`src/rtl/lfrd_pkg.sv`:
```
// ----------------------------------------------------------------------------
// lfrd_pkg
// Shared types, codes and sizes for the link frame receiver with byte
// destuffing: configuration set, frame phases, control codes, result word.
// ----------------------------------------------------------------------------
package lfrd_pkg;

  // Payload storage capacity and derived widths
  localparam int unsigned PayloadCapacity = 1024;
  localparam int unsigned CntW            = $clog2(PayloadCapacity + 1);
  localparam int unsigned DidxW           = 10;
  localparam int unsigned SizeW           = 11;
  localparam int unsigned CfgIdxW         = 3;
  localparam int unsigned InDataW         = 8;
  localparam int unsigned OutDataW        = 56;

  // Configuration register indexes
  typedef enum logic [CfgIdxW-1:0] {
    CFG_FLAG_BYTE   = 3'd0,
    CFG_ESCAPE_BYTE = 3'd1,
    CFG_ESCAPE_MASK = 3'd2,
    CFG_SENDER_ADDR = 3'd3,
    CFG_RECVR_ADDR  = 3'd4
  } cfg_idx_e;

  // Configuration reset values
  localparam logic [7:0] FlagByteRst   = 8'd126;
  localparam logic [7:0] EscapeByteRst = 8'd125;
  localparam logic [7:0] EscapeMaskRst = 8'd32;
  localparam logic [7:0] SenderAddrRst = 8'd3;
  localparam logic [7:0] RecvrAddrRst  = 8'd1;

  // Frame control codes
  localparam logic [7:0] CtlSet  = 8'h03;
  localparam logic [7:0] CtlUa   = 8'h07;
  localparam logic [7:0] CtlDisc = 8'h0B;
  localparam logic [7:0] CtlRr0  = 8'h05;
  localparam logic [7:0] CtlRr1  = 8'h85;
  localparam logic [7:0] CtlRej0 = 8'h01;
  localparam logic [7:0] CtlRej1 = 8'h81;
  localparam logic [7:0] CtlI0   = 8'h00;
  localparam logic [7:0] CtlI1   = 8'h40;

  // Receiver phase, one-hot
  typedef enum logic [12:0] {
    PH_HUNT = 13'b0000000000001,
    PH_FLAG = 13'b0000000000010,
    PH_ADDR = 13'b0000000000100,
    PH_CTRL = 13'b0000000001000,
    PH_HDR  = 13'b0000000010000,
    PH_DATA = 13'b0000000100000,
    PH_SET  = 13'b0000001000000,
    PH_UA   = 13'b0000010000000,
    PH_DISC = 13'b0000100000000,
    PH_RR0  = 13'b0001000000000,
    PH_RR1  = 13'b0010000000000,
    PH_REJ0 = 13'b0100000000000,
    PH_REJ1 = 13'b1000000000000
  } phase_e;

  // Phase as reported on the result word
  typedef enum logic [3:0] {
    PC_HUNT = 4'd0,
    PC_FLAG = 4'd1,
    PC_ADDR = 4'd2,
    PC_CTRL = 4'd3,
    PC_HDR  = 4'd4,
    PC_DATA = 4'd5,
    PC_SET  = 4'd6,
    PC_UA   = 4'd7,
    PC_DISC = 4'd8,
    PC_RR0  = 4'd9,
    PC_RR1  = 4'd10,
    PC_REJ0 = 4'd11,
    PC_REJ1 = 4'd12
  } phase_code_e;

  typedef struct packed {
    logic [7:0] flag_byte;
    logic [7:0] escape_byte;
    logic [7:0] escape_mask;
    logic [7:0] sender_address;
    logic [7:0] receiver_address;
  } cfg_t;

  // Result word, phase_code in the lowest bits
  typedef struct packed {
    logic             overflow;
    logic             halted_error;
    logic [SizeW-1:0] payload_size;
    logic [DidxW-1:0] data_index;
    logic [7:0]       data_byte;
    logic             data_valid;
    logic [7:0]       frame_control;
    logic [7:0]       frame_address;
    phase_code_e      phase_code;
  } res_t;

  localparam int unsigned ResW = $bits(res_t);

  function automatic phase_code_e phase_code_of(phase_e ph);
    phase_code_e pc;
    unique case (ph)
      PH_HUNT: pc = PC_HUNT;
      PH_FLAG: pc = PC_FLAG;
      PH_ADDR: pc = PC_ADDR;
      PH_CTRL: pc = PC_CTRL;
      PH_HDR:  pc = PC_HDR;
      PH_DATA: pc = PC_DATA;
      PH_SET:  pc = PC_SET;
      PH_UA:   pc = PC_UA;
      PH_DISC: pc = PC_DISC;
      PH_RR0:  pc = PC_RR0;
      PH_RR1:  pc = PC_RR1;
      PH_REJ0: pc = PC_REJ0;
      PH_REJ1: pc = PC_REJ1;
      default: pc = PC_HUNT;
    endcase
    return pc;
  endfunction

endpackage

```
`src/rtl/link_frame_receiver_destuff.sv`:
```
// ----------------------------------------------------------------------------
// link_frame_receiver_destuff
// HDLC-style frame receiver: one line word in, one status/result word out.
// Path: an accepted input word waits in the input register; its result is
// registered in the result register as soon as that slot is free.
// Throughput: one word per cycle while the master side does not stall; the
// frame step is one combinational pass between the input and result registers.
// Reset: asynchronous, active low; hunts for a flag with all frame state cleared
// and configuration at its defaults.
// ----------------------------------------------------------------------------
module link_frame_receiver_destuff (
  input  logic                          clk_i,
  input  logic                          rst_ni,
  // configuration writes
  input  logic                          cfg_valid_i,
  output logic                          cfg_ready_o,
  input  logic [lfrd_pkg::CfgIdxW-1:0]  cfg_index_i,
  input  logic [7:0]                    cfg_data_i,
  // input words
  input  logic                          s_axis_tvalid,
  output logic                          s_axis_tready,
  input  logic [lfrd_pkg::InDataW-1:0]  s_axis_tdata,  // [7:0] rx_byte
  input  logic [0:0]                    s_axis_tuser,  // [0] func (1 = rearm)
  // result words
  output logic                          m_axis_tvalid,
  input  logic                          m_axis_tready,
  // [3:0] phase_code, [11:4] frame_address, [19:12] frame_control,
  // [20] data_valid, [28:21] data_byte, [38:29] data_index,
  // [49:39] payload_size, [50] halted_error, [51] overflow, [55:52] zero
  output logic [lfrd_pkg::OutDataW-1:0] m_axis_tdata
);
  import lfrd_pkg::*;

  cfg_t       cfg;
  res_t       res;
  logic       in_valid_q;
  logic       in_func_q;
  logic [7:0] in_byte_q;
  logic       out_valid_q;
  res_t       out_res_q;
  logic       advance;

  lfrd_cfg_regs u_cfg (
    .clk_i       (clk_i),
    .rst_ni      (rst_ni),
    .cfg_valid_i (cfg_valid_i),
    .cfg_ready_o (cfg_ready_o),
    .cfg_index_i (cfg_index_i),
    .cfg_data_i  (cfg_data_i),
    .cfg_o       (cfg)
  );

  // Move a word from the input register once the result slot frees up
  assign advance       = in_valid_q && (!out_valid_q || m_axis_tready);
  assign s_axis_tready = !in_valid_q || advance;

  lfrd_frame_fsm u_fsm (
    .clk_i     (clk_i),
    .rst_ni    (rst_ni),
    .cfg_i     (cfg),
    .step_i    (advance),
    .rearm_i   (in_func_q),
    .rx_byte_i (in_byte_q),
    .res_o     (res)
  );

  // Input register
  always_ff @(posedge clk_i or negedge rst_ni) begin
    if (!rst_ni) begin
      in_valid_q <= 1'b0;
    end else if (s_axis_tready) begin
      in_valid_q <= s_axis_tvalid;
    end
  end

  always_ff @(posedge clk_i) begin
    if (s_axis_tready && s_axis_tvalid) begin
      in_func_q <= s_axis_tuser[0];
      in_byte_q <= s_axis_tdata[7:0];
    end
  end

  // Result register; hold while the master side stalls
  always_ff @(posedge clk_i or negedge rst_ni) begin
    if (!rst_ni) begin
      out_valid_q <= 1'b0;
    end else if (advance) begin
      out_valid_q <= 1'b1;
    end else if (m_axis_tready) begin
      out_valid_q <= 1'b0;
    end
  end

  always_ff @(posedge clk_i) begin
    if (advance) begin
      out_res_q <= res;
    end
  end

  assign m_axis_tvalid = out_valid_q;
  assign m_axis_tdata  = {(OutDataW - ResW)'(0), out_res_q};

endmodule

```
`src/rtl/lfrd_cfg_regs.sv`:
```
// ----------------------------------------------------------------------------
// lfrd_cfg_regs
// Configuration register file: flag, escape, mask and the two addresses.
// ----------------------------------------------------------------------------
module lfrd_cfg_regs (
  input  logic                         clk_i,
  input  logic                         rst_ni,
  input  logic                         cfg_valid_i,
  output logic                         cfg_ready_o,
  input  logic [lfrd_pkg::CfgIdxW-1:0] cfg_index_i,
  input  logic [7:0]                   cfg_data_i,
  output lfrd_pkg::cfg_t               cfg_o
);
  import lfrd_pkg::*;

  cfg_t cfg_q, cfg_d;

  assign cfg_ready_o = 1'b1;
  assign cfg_o       = cfg_q;

  // Decode the register index; unknown indexes write nothing
  always_comb begin
    cfg_d = cfg_q;
    if (cfg_valid_i) begin
      unique case (cfg_index_i)
        CFG_FLAG_BYTE:   cfg_d.flag_byte        = cfg_data_i;
        CFG_ESCAPE_BYTE: cfg_d.escape_byte      = cfg_data_i;
        CFG_ESCAPE_MASK: cfg_d.escape_mask      = cfg_data_i;
        CFG_SENDER_ADDR: cfg_d.sender_address   = cfg_data_i;
        CFG_RECVR_ADDR:  cfg_d.receiver_address = cfg_data_i;
        default: ;
      endcase
    end
  end

  always_ff @(posedge clk_i or negedge rst_ni) begin
    if (!rst_ni) begin
      cfg_q.flag_byte        <= FlagByteRst;
      cfg_q.escape_byte      <= EscapeByteRst;
      cfg_q.escape_mask      <= EscapeMaskRst;
      cfg_q.sender_address   <= SenderAddrRst;
      cfg_q.receiver_address <= RecvrAddrRst;
    end else begin
      cfg_q <= cfg_d;
    end
  end

endmodule

```
`src/rtl/lfrd_frame_fsm.sv`:
```
// ----------------------------------------------------------------------------
// lfrd_frame_fsm
// Frame state and one-word step: header check, destuffing with a one-word
// delay, trailer check and sticky outcome phases.
// ----------------------------------------------------------------------------
module lfrd_frame_fsm (
  input  logic           clk_i,
  input  logic           rst_ni,
  input  lfrd_pkg::cfg_t cfg_i,
  input  logic           step_i,
  input  logic           rearm_i,
  input  logic [7:0]     rx_byte_i,
  output lfrd_pkg::res_t res_o
);
  import lfrd_pkg::*;

  phase_e            phase_q, phase_d;
  logic [7:0]        addr_q, addr_d;
  logic [7:0]        ctrl_q, ctrl_d;
  logic [7:0]        check_q, check_d;
  logic [7:0]        pend_q, pend_d;
  logic              esc_q, esc_d;
  logic [CntW-1:0]   count_q, count_d;
  logic [SizeW-1:0]  size_q, size_d;

  logic is_flag;
  logic known_ctrl;
  logic is_iframe;

  assign is_flag    = (rx_byte_i == cfg_i.flag_byte);
  assign is_iframe  = (ctrl_q == CtlI0) || (ctrl_q == CtlI1);
  assign known_ctrl = (rx_byte_i == CtlSet)  || (rx_byte_i == CtlUa)   ||
                      (rx_byte_i == CtlDisc) || (rx_byte_i == CtlRr0)  ||
                      (rx_byte_i == CtlRr1)  || (rx_byte_i == CtlRej0) ||
                      (rx_byte_i == CtlRej1) || (rx_byte_i == CtlI0)   ||
                      (rx_byte_i == CtlI1);

  // Next state and result for one word
  always_comb begin
    phase_d = phase_q;
    addr_d  = addr_q;
    ctrl_d  = ctrl_q;
    check_d = check_q;
    pend_d  = pend_q;
    esc_d   = esc_q;
    count_d = count_q;
    size_d  = size_q;

    res_o.data_valid   = 1'b0;
    res_o.data_byte    = '0;
    res_o.data_index   = '0;
    res_o.halted_error = 1'b0;
    res_o.overflow     = 1'b0;

    if (rearm_i) begin
      phase_d = PH_HUNT;
    end else begin
      unique case (phase_q)
        PH_HUNT: begin
          if (is_flag) phase_d = PH_FLAG;
        end
        PH_FLAG: begin
          if (!is_flag) begin
            if (rx_byte_i == cfg_i.sender_address ||
                rx_byte_i == cfg_i.receiver_address) begin
              addr_d  = rx_byte_i;
              phase_d = PH_ADDR;
            end else begin
              phase_d = PH_HUNT;
            end
          end
        end
        PH_ADDR: begin
          if (is_flag) begin
            phase_d = PH_FLAG;
          end else if (known_ctrl) begin
            ctrl_d  = rx_byte_i;
            phase_d = PH_CTRL;
          end else begin
            phase_d = PH_HUNT;
          end
        end
        PH_CTRL: begin
          if (is_flag)                           phase_d = PH_FLAG;
          else if ((addr_q ^ ctrl_q) == rx_byte_i) phase_d = PH_HDR;
          else                                   phase_d = PH_HUNT;
        end
        PH_HDR: begin
          if (is_flag && ctrl_q == CtlSet)       phase_d = PH_SET;
          else if (is_flag && ctrl_q == CtlUa)   phase_d = PH_UA;
          else if (is_flag && ctrl_q == CtlDisc) phase_d = PH_DISC;
          else if (is_flag && ctrl_q == CtlRr0)  phase_d = PH_RR0;
          else if (is_flag && ctrl_q == CtlRr1)  phase_d = PH_RR1;
          else if (is_flag && ctrl_q == CtlRej0) phase_d = PH_REJ0;
          else if (is_flag && ctrl_q == CtlRej1) phase_d = PH_REJ1;
          else if (is_iframe) begin
            // Open the payload: first word goes pending, even a flag
            check_d = '0;
            pend_d  = rx_byte_i;
            count_d = '0;
            size_d  = '0;
            esc_d   = 1'b0;
            phase_d = PH_DATA;
          end else begin
            phase_d = PH_HUNT;
          end
        end
        PH_DATA: begin
          if (is_flag) begin
            // Close the frame on the trailer check
            if (check_q == pend_q) begin
              size_d  = SizeW'(count_q);
              phase_d = (ctrl_q == CtlI0) ? PH_RR1 : PH_RR0;
            end else begin
              phase_d = (ctrl_q == CtlI0) ? PH_REJ0 : PH_REJ1;
            end
          end else if (pend_q == cfg_i.escape_byte && !esc_q) begin
            // Replace the escape by the unstuffed word
            esc_d  = 1'b1;
            pend_d = rx_byte_i ^ cfg_i.escape_mask;
          end else begin
            check_d = check_q ^ pend_q;
            if (count_q < CntW'(PayloadCapacity)) begin
              res_o.data_valid = 1'b1;
              res_o.data_byte  = pend_q;
              res_o.data_index = DidxW'(count_q);
              count_d          = count_q + 1'b1;
            end else begin
              res_o.overflow = 1'b1;
            end
            pend_d = rx_byte_i;
            esc_d  = 1'b0;
          end
        end
        PH_SET, PH_UA, PH_DISC, PH_RR0, PH_RR1, PH_REJ0, PH_REJ1: begin
          res_o.halted_error = 1'b1;
        end
        default: begin
          res_o.halted_error = 1'b1;
        end
      endcase
    end

    res_o.phase_code    = phase_code_of(phase_d);
    res_o.frame_address = addr_d;
    res_o.frame_control = ctrl_d;
    res_o.payload_size  = size_d;
  end

  // Advance the frame state once per processed word
  always_ff @(posedge clk_i or negedge rst_ni) begin
    if (!rst_ni) begin
      phase_q <= PH_HUNT;
      addr_q  <= '0;
      ctrl_q  <= '0;
      check_q <= '0;
      pend_q  <= '0;
      esc_q   <= 1'b0;
      count_q <= '0;
      size_q  <= '0;
    end else if (step_i) begin
      phase_q <= phase_d;
      addr_q  <= addr_d;
      ctrl_q  <= ctrl_d;
      check_q <= check_d;
      pend_q  <= pend_d;
      esc_q   <= esc_d;
      count_q <= count_d;
      size_q  <= size_d;
    end
  end

  // An emitted data word bumps the count by one
  a_count_step: assert property (@(posedge clk_i) disable iff (!rst_ni)
    step_i && res_o.data_valid |=> count_q == $past(count_q) + 1'b1)
    else $error("payload count did not advance on emitted word");

  // Overflow only once the count has reached capacity
  a_ovf_full: assert property (@(posedge clk_i) disable iff (!rst_ni)
    step_i && res_o.overflow |-> count_q == CntW'(PayloadCapacity))
    else $error("overflow below capacity");

  // Rearm always lands in hunting
  a_rearm_hunt: assert property (@(posedge clk_i) disable iff (!rst_ni)
    step_i && rearm_i |=> phase_q == PH_HUNT)
    else $error("rearm did not return to hunting");

  // Only a halted phase flags an error, and then emits nothing
  a_halt_quiet: assert property (@(posedge clk_i) disable iff (!rst_ni)
    step_i && res_o.halted_error |-> !res_o.data_valid && !res_o.overflow &&
      (phase_d == phase_q))
    else $error("halted word changed the frame");

endmodule

```
`config.mk`:
```
export PLATFORM = sky130hd
export DESIGN_NAME = link_frame_receiver_destuff
export DESIGN_NICKNAME = d
export VERILOG_FILES = /design/src/rtl/lfrd_pkg.sv /design/src/rtl/link_frame_receiver_destuff.sv /design/src/rtl/lfrd_cfg_regs.sv /design/src/rtl/lfrd_frame_fsm.sv
export SDC_FILE = /design/constraint.sdc
export NUM_CORES = 1
export LEC_CHECK = 0
export ABC_AREA = 1
export BUFFER_PORTS_ARGS = -buffer_cell sky130_fd_sc_hd__buf_2
export CAP_MARGIN = 10
export CORE_AREA = 2 2 200 202
export CTS_CLUSTER_DIAMETER = 40
export DETAILED_ROUTE_END_ITERATION = 16
export DIE_AREA = 0 0 202 204
export PLACE_DENSITY = 0.35
export SLEW_MARGIN = 10
export SYNTH_ARGS = -nofsm -noshare
export SYNTH_HDL_FRONTEND = slang
export SYNTH_SLANG_ARGS = --single-unit
```
`constraint.sdc`:
```
create_clock -name clk_i -period 7.4 [get_ports clk_i]
set_clock_uncertainty 0.2 [all_clocks]
set_input_delay 0.74 -clock clk_i [delete_from_list [all_inputs] [get_ports clk_i]]
set_output_delay 0.74 -clock clk_i [all_outputs]
set_load 0.1 [all_outputs]
```
== After elaboration in Yosys (flattened, before gate mapping) ==
Index checks and enable logic that the tools add are counted.

* Add/sub/neg operators: 1
* Magnitude comparators: 1
* Equality and inequality tests: 55
* Muxes and demuxes: 92
* Bitwise logic cells: 6
* Reductions and logical operators: 41

{| class="wikitable"
|+ Operator list
! operator !! number
|-
| $mux W11 || 23
|-
| $mux W8 || 28
|-
| $mux W13 || 15
|-
| $pmux W13 S6 || 1
|-
| $eq A8 B8 Y1 || 6
|-
| $pmux W4 S12 || 1
|-
| $pmux W11 S2 || 2
|-
| $eq A8 B3 Y1 const B || 4
|-
| $eq A8 B8 Y1 const B || 4
|-
| $pmux W8 S2 || 2
|-
| $eq A13 B2 Y1 const B || 2
|-
| $eq A13 B3 Y1 const B || 2
|-
| $eq A13 B4 Y1 const B || 2
|-
| $eq A13 B5 Y1 const B || 2
|-
| $eq A13 B6 Y1 const B || 2
|-
| $xor A8 B8 Y8 || 3
|-
| $ne A2 B2 Y1 const B || 9
|-
| $eq A8 B1 Y1 const B || 2
|-
| $eq A8 B2 Y1 const B || 2
|-
| $eq A8 B4 Y1 const B || 2
|-
| $eq A8 B7 Y1 const B || 2
|-
| $logic_not A8 Y1 || 2
|-
| $mux W1 || 15
|-
| $reduce_and A14 Y1 || 1
|-
| other kinds (31) || 62
|}

* Bits in registers: 171
* Output and inout port bits: 59
* Word-level logic and storage cells: 222

== Longest topological paths before layout ==
Gate-level depths: netlist (run 1).

* Word-level depth: 15
* Mapped depth: 21
* Depth with buffers taken out: 20

== Hierarchy ==
From an unflattened synthesis (run 1), not the netlist that was laid out.

* Cell total of the unflattened synthesis: 1127
* Area total of the unflattened synthesis: 9206.3 µm²

{| class="wikitable"
|+ Modules (own cells, without submodules)
! module !! times used !! cells each !! area an instance (µm²)
|-
| lfrd_frame_fsm || 1 || 865 || 5556.6
|-
| link_frame_receiver_destuff || 1 || 78 || 1960.6
|-
| lfrd_cfg_regs || 1 || 184 || 1689.1
|}

== Least setup slack after synthesis (run 1) ==
OpenSTA, ideal clock, no wires.

* Path type: reg2reg
* Start point: reg out_valid_q, in the netlist m_axis_tvalid
* End point: reg out_res_q (netlist bit m_axis_tdata[0]) (enable)
* Setup time: 435 ps
* Arrival: 2840 ps
* Slack: 3925 ps
* Cell stages (with the launch flop): 5
* Cell sequence: dfrtp_1 nand2_1 nand2_1 inv_1 clkbuf_1

* Longest elaborated chain between the ends: 3

{| class="wikitable"
|+ Ends and longest elaborated chain
! what !! RTL line !! RTL
|-
| from (decl) || link_frame_receiver_destuff.sv:39 || <nowiki>logic out_valid_q;</nowiki>
|-
| from (signal assigned) || link_frame_receiver_destuff.sv:86 || <nowiki>out_valid_q <= 1'b0;</nowiki>
|-
| from (signal assigned) || link_frame_receiver_destuff.sv:88 || <nowiki>out_valid_q <= 1'b1;</nowiki>
|-
| from (signal assigned) || link_frame_receiver_destuff.sv:90 || <nowiki>out_valid_q <= 1'b0;</nowiki>
|-
| $logic_not A1 Y1 || link_frame_receiver_destuff.sv:54 || <nowiki>assign advance = in_valid_q && (!out_valid_q || m_axis_tready);</nowiki>
|-
| $logic_or A1 B1 Y1 || link_frame_receiver_destuff.sv:54 ||
|-
| $logic_and A1 B1 Y1 || link_frame_receiver_destuff.sv:54 ||
|-
| via advance || link_frame_receiver_destuff.sv:41 || <nowiki>logic advance;</nowiki>
|-
| to (signal assigned) || link_frame_receiver_destuff.sv:96 || <nowiki>out_res_q <= res;</nowiki>
|-
| to (decl) || link_frame_receiver_destuff.sv:40 || <nowiki>res_t out_res_q;</nowiki>
|}

The timed path passes the listed nets, and every way through them passes these cells.
A chain may end at the register's enable or synchronous reset.

==> impl_metrics.tcl, run 1 <==
set metrics [dict create \
    syn_inst 1080 \
    drv_cap 0 \
    drtIter0Drc 441 \
    vias 7080 \
    layout_commonest_cell "nand2_1" \
    cts_resized 0 \
    diodes 0 \
    clockBufferDepth 2 \
    wirelength_microns 26800 \
    hold_buffers 0 \
    cts-root-buf "clkbuf_16" \
    cts_inserted_buffers 17 \
    antenna_found_initial 0 \
    timing_hold_violations_final 0 \
    grt_pass1_vias 6994 \
    worst_slew_pin_slew_ps 1040 \
    fin_cells 1682 \
    power.density_mw_per_mm2 367 \
    slew_viol_final 0 \
    setup_tns_ps 0 \
    firstDrtPassIters 5 \
    timing.rr.start "u_fsm.phase_q[0]" \
    relSlewSlack_pct 31.0 \
    core_sq_mm 0.0392 \
    critPathArrivalTime_ps 3110 \
    max_freq_mhz 321 \
    p_leak_uw 0.00472 \
    fin_crit_sh_pct 42.0 \
    cts-htree-levels 4 \
    placed_cells 1650 \
    holdCritPathClass "input port to asynchronous set/reset pin" \
    grt_overflow 0 \
    avgRoutedWirePerCell_microns 15.9 \
    viasPerCell 4.21 \
    setup.worst_path.end "m_axis_tdata[0]" \
    min_period_ps 3110 \
    end_kind "flop" \
    synth-seq-area-share_pct 51.9 \
    area_delta_synth_final_pct 16.2 \
    grt_max_degree 83 \
    die_w_microns 202 \
    cp.required_ps 7400 \
    outcome "finished clean" \
    critPathKind "flop to flop" \
    final_nets 1170 \
    path_clk_slew_ps 70 \
    drcViolationCount 0 \
    initial_core_util_pct 22.6 \
    cp_max_fo 17 \
    dp_hpwl_microns 19700 \
    yosysWarnings 0 \
    clk_latency_ps 450 \
    grt_use_total_pct 13.5 \
    portBuffers 78 \
    ys_ff_latch 171 \
    cts_sinks 171 \
    syn_area_sq_mm 0.00887 \
    vdd_drop_max_uv 184 \
    tritoncts "built" \
    grt_pass1_wl_microns 42100 \
    synth_area_per_cell_sq_um 8.22 \
    rows 73 \
    reg2regPathDepth 17 \
    rsz0062_at_grt "false" \
    io_pins 84 \
    post_cts_buffers 0 \
    antenna_left 0 \
    crit_path_start_kind "flop" \
    synth_cell_type_count 40 \
    setup_violations 0 \
    r2r_slack_ps 4290 \
    drive_gt1_share_pct 14.2 \
    dieArea_sq_mm 0.0412 \
    r2r_end "m_axis_tdata[0]" \
    routabilityCongestion 0.764 \
    final_cell_mix "320 x nand2_1, 118 x inv_1, 109 x o21ai_0" \
    crit_path_start "u_fsm.phase_q[0]" \
    die_h_microns 204 \
]
==> kinds of logic after synthesis <==
logic type / share of synthesized area, %
simple gates: 25.8
flops: 51.9
buf+inv: 8.15
compound gates: 9.42
xor+xnor: 3.65
mux: 0.902
other cells: 0.0846
fa+ha+maj: 0.141
==> synthesized netlist by cell type (all sizes together) <==
cell type | n | area (sq um)
nor3 | 11 | 55.1
buf | 25 | 175
conb | 2 | 7.51
a32oi | 11 | 96.3
nand4 | 13 | 81.3
dfrtp | 93 | 2330
or2 | 1 | 6.26
nor4 | 6 | 52.6
xnor2 | 20 | 175
inv | 129 | 484
o2111ai | 1 | 8.76
edfxtp | 61 | 1830
o22ai | 1 | 6.26
ha | 1 | 12.5
xor2 | 17 | 149
a21oi | 7 | 35.0
clkinv | 3 | 11.3
o31ai | 7 | 52.6
o211ai | 2 | 15.0
nand3 | 69 | 355
nand3b | 6 | 45.0
or3 | 1 | 6.26
mux2i | 8 | 80.1
o21ai | 119 | 599
clkbuf | 14 | 52.6
nand2 | 328 | 1250
o21bai | 3 | 22.5
nor2 | 104 | 433
dfstp | 17 | 447
==> power by group <==
group	internal [uW]	total, uW	leakage [uW]	switching, uW
clock	496	917	0.000291	420
combinational	361	1490	0.00245	1130
sequential	1210	1380	0.00198	165
total	2070	3790	0.00472	1710
==> per-layer routing <==
metal | GRT usage, % | share of wire [%] | vias to the layer above
li1 | - | - | 3621
met2 | 21.9 | 47 | 99
met4 | 3.55 | 1.2 | 0
met3 | 2.39 | 2.8 | 19
met5 | 0 | 0 | -
met1 | 18.5 | 49 | 3341
==> state kept, by name (all words and copies together) (netlist names) <==
register,flops
u_fsm.count_q,11
u_fsm.ctrl_q,8
u_fsm.pend_q,8
u_fsm.phase_q,13
u_fsm.check_q,8
in_byte_q,8
in_func_q,1
m_axis_tvalid,1
u_fsm.esc_q,1
u_cfg.cfg_o,40
in_valid_q,1
u_fsm.addr_q,8
u_fsm.size_q,11
m_axis_tdata,52
==> per-stage QoR <==
stage	total power, uW	area (sq um)	util [%]	hold slack, ps	worst slack (ps)
2_1_floorplan	2550	8890	-	244	3920
3_3_place_gp	2920	9730	24.8	268	4260
3_5_place_dp	2910	9730	24.8	275	4240
4_1_cts	3850	10300	26.3	211	4230
5_1_grt	4060	10300	26.3	240	3920
6_report	3790	10300	26.3	186	4290
==> critical path, stage by stage, from the launching register on <==
cell and delay [ps]:
dfstp_2 600, nor2_1 80, nand2_1 130, nor2_1 80, nand2_2 310, nand2_2 140, inv_1 140, nand2_2 140
nand2_1 90, nand3_1 110, nand2_1 210, clkinv_1 150, nand3_2 130, nor2_2 70, nand2_1 60, nand2_1 40
nor2_1 120, nand2_1 60
==> final cells by class <==
cell class,instances,area (sq um)
well taps,525,657
inverters,132,497
multi-input cells,741,3560
flip-flops and latches,171,4610
repair buffers,81,415
clock inverters,11,106
clock buffers,21,470
fillers,4289,28900
==> worst min-delay path by stage <==
stage | from | endpoint | slack, ps | cells after the start
after detailed placement | u_fsm.phase_q[11] | u_fsm.phase_q[11] | 280 | 2
final | rst_ni | u_fsm.ctrl_q[0] | 190 | 1
after global placement | u_cfg.cfg_o[16] | u_cfg.cfg_o[16] | 270 | 2
after global routing | rst_ni | u_fsm.ctrl_q[1] | 240 | 1
after floorplan | rst_ni | in_valid_q | 240 | 0
after CTS | rst_ni | u_fsm.addr_q[1] | 210 | 1
Power figures use the tool's default switching activity.
==> run 2, diff against run 1 <==
--- a/config.mk
+++ b/config.mk
@@ -12,7 +12,7 @@
 export CTS_CLUSTER_DIAMETER = 40
 export DETAILED_ROUTE_END_ITERATION = 16
 export DIE_AREA = 0 0 202 204
-export PLACE_DENSITY = 0.35
+export PLACE_DENSITY = 0.36
 export SLEW_MARGIN = 10
 export SYNTH_ARGS = -nofsm -noshare
 export SYNTH_HDL_FRONTEND = slang
==> constraint.sdc (replaced) <==
create_clock -name clk_i -period 2.7 [get_ports clk_i]
set_clock_uncertainty 0.2 [all_clocks]
set_input_delay 0.27 -clock clk_i [delete_from_list [all_inputs] [get_ports clk_i]]
set_output_delay 0.27 -clock clk_i [all_outputs]
set_load 0.1 [all_outputs]
==> run 2 against run 1 <==
Against the previous run:
- worst setup slack got worse by 4300 ps
- cell count increased by 9.1%
- global-route usage about the same
- combinational power increased to 3.9 times the previous value
- via count increased by 8.1%
- die area unchanged
- routed wire length increased by 2.5%
- critical path depth decreased by 8
- sequential share of layout area decreased by 6.9 points
==> impl_metrics.tcl, run 2 (same netlist as run 1, synthesis figures left out) <==
set metrics [dict create \
    wirelength_microns 27400 \
    relSlewSlack_pct 58.2 \
    cp_max_fo 11 \
    layout_commonest_cell "nand2_1" \
    power.density_mw_per_mm2 987 \
    cts_inserted_buffers 17 \
    die_w_microns 202 \
    antenna_left 0 \
    grt_use_total_pct 13.5 \
    io_pins 84 \
    crit_path_start_kind "flop" \
    critPathArrivalTime_ps 2650 \
    final_nets 1323 \
    multi_input_area_sq_mm 0.00409 \
    fin_crit_sh_pct 98.6 \
    cp.required_ps 2690 \
    die_h_microns 204 \
    fin_cells 1835 \
    cts_sinks 171 \
    drtIter0Drc 384 \
    vias 7654 \
    ff_latch_area_sq_mm 0.00461 \
    max_freq_mhz 376 \
    layout_setup_ws_ps 38.4 \
    tritoncts "built" \
    grt_pass1_wl_microns 42700 \
    clk_latency_ps 450 \
    diodes 0 \
    path_clk_slew_ps 70 \
    largest_register_ffs 52 \
    grt_pass1_vias 7491 \
    drt-met1-wl_microns 13100 \
    placed_cells 1747 \
    vdd_drop_max_uv 606 \
    outcome "finished clean" \
    routabilityCongestion 0.819 \
    portBuffers 78 \
    cts-root-buf "clkbuf_16" \
    pre_cts_ws_ps -70.8 \
    viasPerCell 4.17 \
    slew_viol_final 0 \
    setup_violations 0 \
    p_leak_uw 0.00562 \
    r2r_slack_ps 40 \
    nFillCells 4189 \
    dieArea_sq_mm 0.0412 \
    drive_gt1_share_pct 31.2 \
    firstDrtPassIters 5 \
    cts-htree-levels 4 \
    core_sq_mm 0.0392 \
    grt_max_degree 64 \
    grt_overflow 0 \
    holdCritPathClass "input port to flop" \
    avgRoutedWirePerCell_microns 14.9 \
    dr_wl_met3_microns 636 \
    drcViolationCount 0 \
    timing_hold_violations_final 0 \
    dp_hpwl_microns 20300 \
    antenna_found_initial 0 \
    setup_tns_ps 0 \
    end_kind "flop" \
    drv_cap 0 \
    rsz0062_at_grt "true" \
    worst_slew_pin_slew_ps 627 \
    clockBufferDepth 2 \
    critPathKind "flop to flop" \
    initial_core_util_pct 22.6 \
    top_layer_used "met4" \
    min_period_ps 2660 \
    rows 73 \
    area_delta_synth_final_pct 37.3 \
    met2WireLength_microns 13300 \
    hold_slack_ps 3.74 \
    final_cell_mix "282 x nand2_1, 121 x buf_4, 107 x inv_1" \
]
-- run 2: cell types whose count changed in the layout (fill, tap and decap cells not counted), moves of 18 or more --
cell	change
buf_4	+117
nand2_1	-38
dlygate4sd3_1	+18
nor2_1	-27
nand3_1	-21
nand2_2	+23
-- run 2: layout make-up --
type / count / area share, %
tap: 525 / 5.39
timing repair buffer: 233 / 14.3
sequential: 171 / 37.8
clock inverter: 10 / 0.606
clock buffer: 22 / 4.25
inverter: 132 / 4.10
multi-input combinational: 742 / 33.5
-- run 2: worst paths after layout --
| path | startpoint | to | cells past startpoint |
|---|---|---|---|
| worst max-delay path | u_fsm.ctrl_q[2] | m_axis_tdata[41] | 9 |
| worst min-delay path | cfg_data_i[4] | u_cfg.cfg_o[28] | 3 |
| worst max register to register | u_fsm.ctrl_q[2] | m_axis_tdata[41] | 9 |
| worst min register to register | u_cfg.cfg_o[22] | u_cfg.cfg_o[22] | 2 |
| max in group asynchronous | rst_ni | u_cfg.cfg_o[30] | 3 |
| min in group asynchronous | rst_ni | u_fsm.ctrl_q[5] | 2 |
-- run 2: power breakdown --
group	switching (uW)	internal, uW	total [uW]
Sequential	398	3330	3730
Combinational	3790	2010	5800
Clock	1130	1380	2500
Total	5320	6720	12000
-- run 2: per-layer routing --
metal  GRT usage (%)  up-vias
li1                -     3927
met1            18.0     3625
met2            22.4       82
met3            2.52       20
met4            3.81        0
met5               0        -
-- run 2: critical path, stage by stage (launching register included) --
cell and delay [ps]:
dfrtp_1 450, nor2_1 250, nand2_1 140, nor2_1 200, nor2_1 120, buf_4 170
or3_1 360, buf_4 190, a32oi_1 260, inv_1 70
-- run 2: through the flow --
stage | area (sq um) | power [uW] | utilization, %
2_1_floorplan | 8890 | 6980 | -
3_3_place_gp | 10500 | 8530 | 26.9
3_5_place_dp | 10500 | 8500 | 26.9
4_1_cts | 11400 | 11200 | 29.0
5_1_grt | 12200 | 12800 | 31.1
6_report | 12200 | 12000 | 31.1
-- run 2: repair_timing --
item                       in CTS  in global routing
hold buffers                   18                  0
hold endpoints to repair       67                  0
setup endpoints to repair       4                 38
pin swaps                       4                 69
gates resized for setup         9                149
gates cloned                    1                  1
setup buffers                   3                 34
==> run 3, diff against run 2 <==
--- a/config.mk
+++ b/config.mk
@@ -8,12 +8,13 @@
 export ABC_AREA = 1
 export BUFFER_PORTS_ARGS = -buffer_cell sky130_fd_sc_hd__buf_2
 export CAP_MARGIN = 10
-export CORE_AREA = 2 2 200 202
+export CORE_AREA = 2 2 204 206
 export CTS_CLUSTER_DIAMETER = 40
 export DETAILED_ROUTE_END_ITERATION = 16
-export DIE_AREA = 0 0 202 204
+export DIE_AREA = 0 0 206 208
 export PLACE_DENSITY = 0.36
 export SLEW_MARGIN = 10
 export SYNTH_ARGS = -nofsm -noshare
 export SYNTH_HDL_FRONTEND = slang
+export SYNTH_HIERARCHICAL = 1
 export SYNTH_SLANG_ARGS = --single-unit
==> run 3 against run 2 <==
Against the previous run:
- clock power rose by 8.0%
- fmax is 2.7% higher
- combinational power down 34%
- non-clock buffer count is 40 lower
- first-iteration DRC count rose by 14%
==> impl_metrics.tcl, run 3 <==
set metrics [dict create \
    async_flop_share_pct 64.3 \
    cp_common_cell "nand2_1" \
    initial_core_util_pct 22.7 \
    yosysWarnings 6 \
    grt_use_total_pct 13.8 \
    critPathArrivalTime_ps 2710 \
    yosysMostFrequentCell "nand2_1" \
    path_clk_slew_ps 80 \
    vias 7791 \
    antenna_left 0 \
    nFillCells 4430 \
    yosys-top-cells-count "358 x nand2_1, 123 x inv_1, 96 x o21ai_0" \
    min_period_ps 2590 \
    p_int_uw 5920 \
    end_kind "flop" \
    relSlewSlack_pct 59.7 \
    crit_family "simple AND/OR/NAND/NOR gates" \
    fin_cells 1854 \
    vdd_drop_max_uv 444 \
    worst-path-buf-inv 3 \
    setup_violations 0 \
    totalPowerFinal_uw 10000 \
    dieArea_sq_mm 0.0428 \
    synth_cell_type_count 46 \
    synth_top_area_share_pct 25.3 \
    fin_crit_sh_pct 96.0 \
    crit_path_start_kind "flop" \
    seq_power_share_pct 34.5 \
    hold_slack_ps 25.7 \
    ys_ff_latch 171 \
    cp_max_fo 5 \
    ys_top_cells_by_area "dfrtp_1 25%, edfxtp_1 20%, nand2_1 15%" \
    largest_register_ffs 52 \
    placed_area_sq_mm 0.0107 \
    final_cell_mix "345 x nand2_1, 120 x inv_1, 92 x dfrtp_1" \
    die_w_microns 206 \
    firstDrtPassIters 5 \
    rsz0062_at_grt "true" \
    drcViolationCount 0 \
    synth_edf_count 61 \
    cts-htree-levels 4 \
    p_comb_share_pct 38.4 \
    grt_overflow 0 \
    grt_pass1_wl_microns 44900 \
    grt_max_degree 109 \
    rows 74 \
    placed_cells 1779 \
    synth-main-ff-cell "dfrtp_1" \
    diodes 0 \
    switching_share_pct 40.8 \
    cp.required_ps 2820 \
    area_delta_synth_final_pct 31.2 \
    wirelength_microns 28600 \
    cts_inserted_buffers 17 \
    worstPathCellList "inv_2 -> nand2_1 -> nand2_1 -> nor2_1 -> nand2_1 -> nor2_4 -> buf_6 -> buf_4 -> o21ai_1 -> nand2_2 -> a21oi_4 -> nand3_4 -> nor2_4 -> nand2_1 -> nand3_1" \
    holdCritPathClass "input port to asynchronous set/reset pin" \
    core_sq_mm 0.0406 \
    final_nets 1335 \
    io_pins 84 \
    routabilityCongestion 0.812 \
    setup_tns_ps 0 \
    worst_slew_pin_slew_ps 604 \
    switchingPower_uw 4070 \
    synth-seq-area-share_pct 50.0 \
    outcome "finished clean" \
    portBuffers 78 \
    antenna_found_initial 0 \
    crit_slowest_cell "edfxtp_1" \
    power.density_mw_per_mm2 827 \
    viasPerCell 4.20 \
    p_clk_share_pct 27.1 \
    cts-root-buf "clkbuf_16" \
    timing_hold_violations_final 0 \
    tritoncts "built" \
    drive_gt1_share_pct 26.5 \
    slowest_delay_ps 490 \
    p_leak_uw 0.00550 \
    drv_cap 0 \
    clockBufferDepth 2 \
    cts_sinks 171 \
    die_h_microns 208 \
    dp_hpwl_microns 21000 \
    drtIter0Drc 436 \
    avgRoutedWirePerCell_microns 15.4 \
    synth_area_leader_cell "dfrtp_1" \
    syn_area_sq_mm 0.00921 \
    slew_viol_final 0 \
    critPathKind "flop to flop" \
    layout_commonest_cell "nand2_1" \
    design_area_sq_mm 0.0121 \
    syn_inst 1127 \
    grt_pass1_vias 7705 \
    clk_latency_ps 450 \
    synth_area_per_cell_sq_um 8.17 \
    max_freq_mhz 386 \
]
==> run 3: changes by cell type after synthesis, moves of 6 or more <==
cell and delta:
o21ai_0 -13, mux2i_1 -8, a21oi_1 +6, nand3_1 +22, nand2_1 +38, o32ai_2 +10
o31ai_1 -6, a32oi_1 -11, nor2_1 -9
==> run 3: routing by layer <==
metal  up-vias  global-route usage, %  routed length, microns
li1       3989                      -                       -
met4         0                   4.14                     394
met3        19                   2.08                     810
met1      3675                   19.3                   14000
met2       108                   21.9                   13400
met5         -                      0                       0
==> run 3: power by group through the flow <==
| stage | Sequential, uW | Clock, uW | Combinational [uW] |
|---|---|---|---|
| detailed placement | 3510 | 0 | 3380 |
| finish | 3450 | 2700 | 3840 |
| CTS | 3460 | 2810 | 3430 |
| floorplan | 3900 | 0 | 1960 |
| global route | 3510 | 2920 | 4280 |
| global placement | 3510 | 0 | 3390 |
==> run 3: cell type report <==
cell class | instances | area [sq um] | share of cell area, %
clock buffer | 17 | 425 | 3.52
clock inverter | 15 | 203 | 1.68
inverter | 140 | 526 | 4.35
multi-input combinational | 786 | 4230 | 35.0
sequential | 171 | 4610 | 38.1
tap | 532 | 666 | 5.51
timing repair buffer | 193 | 1420 | 11.8
==> run 3: logic make-up (layout without fill, tap and decap cells) <==
kind of cell / after synthesis / after routing / synth area share, %
flip-flops: 171 / 171 / 50.0
adder cells (fa/ha/maj): 1 / 1 / 0.136
XOR/XNOR: 38 / 38 / 3.62
AO/OA/AOI/OAI: 140 / 140 / 9.20
other: 2 / 5 / 0.0816
buffers and inverters: 173 / 365 / 7.86
AND/OR/NAND/NOR: 602 / 602 / 29.1
==> run 3: through the flow <==
| step | util [%] | setup WS, ps |
|---|---|---|
| floorplan | - | -294 |
| global placement | 26.4 | -132 |
| detailed placement | 26.4 | -119 |
| CTS | 28.7 | 6.37 |
| global route | 29.8 | -108 |
| finish | 29.8 | 108 |
==> run 3: final timing paths <==
kind,to,cells past startpoint,startpoint,slack [ps]
max,m_axis_tdata[2],15,in_byte_q[7],110
min,in_valid_q,2,rst_ni,30
max reg2reg,m_axis_tdata[2],15,in_byte_q[7],110
min reg2reg,u_cfg/cfg_o[21],2,u_cfg/cfg_o[21],270
max in group asynchronous,u_fsm/phase_q[12],3,rst_ni,1420
min in group clk_i,u_cfg/cfg_o[9],5,cfg_valid_i,30
==> run 3: what timing repair did <==
| action | CTS | global route |
|---|---|---|
| gates resized for setup | 4 | 88 |
| setup buffers | 3 | 15 |
| hold buffers | 24 | 0 |
| endpoints found under the setup margin | 4 | 81 |
| gates cloned | 0 | 1 |
| pin swaps | 0 | 15 |
| hold endpoints to repair | 145 | 0 |
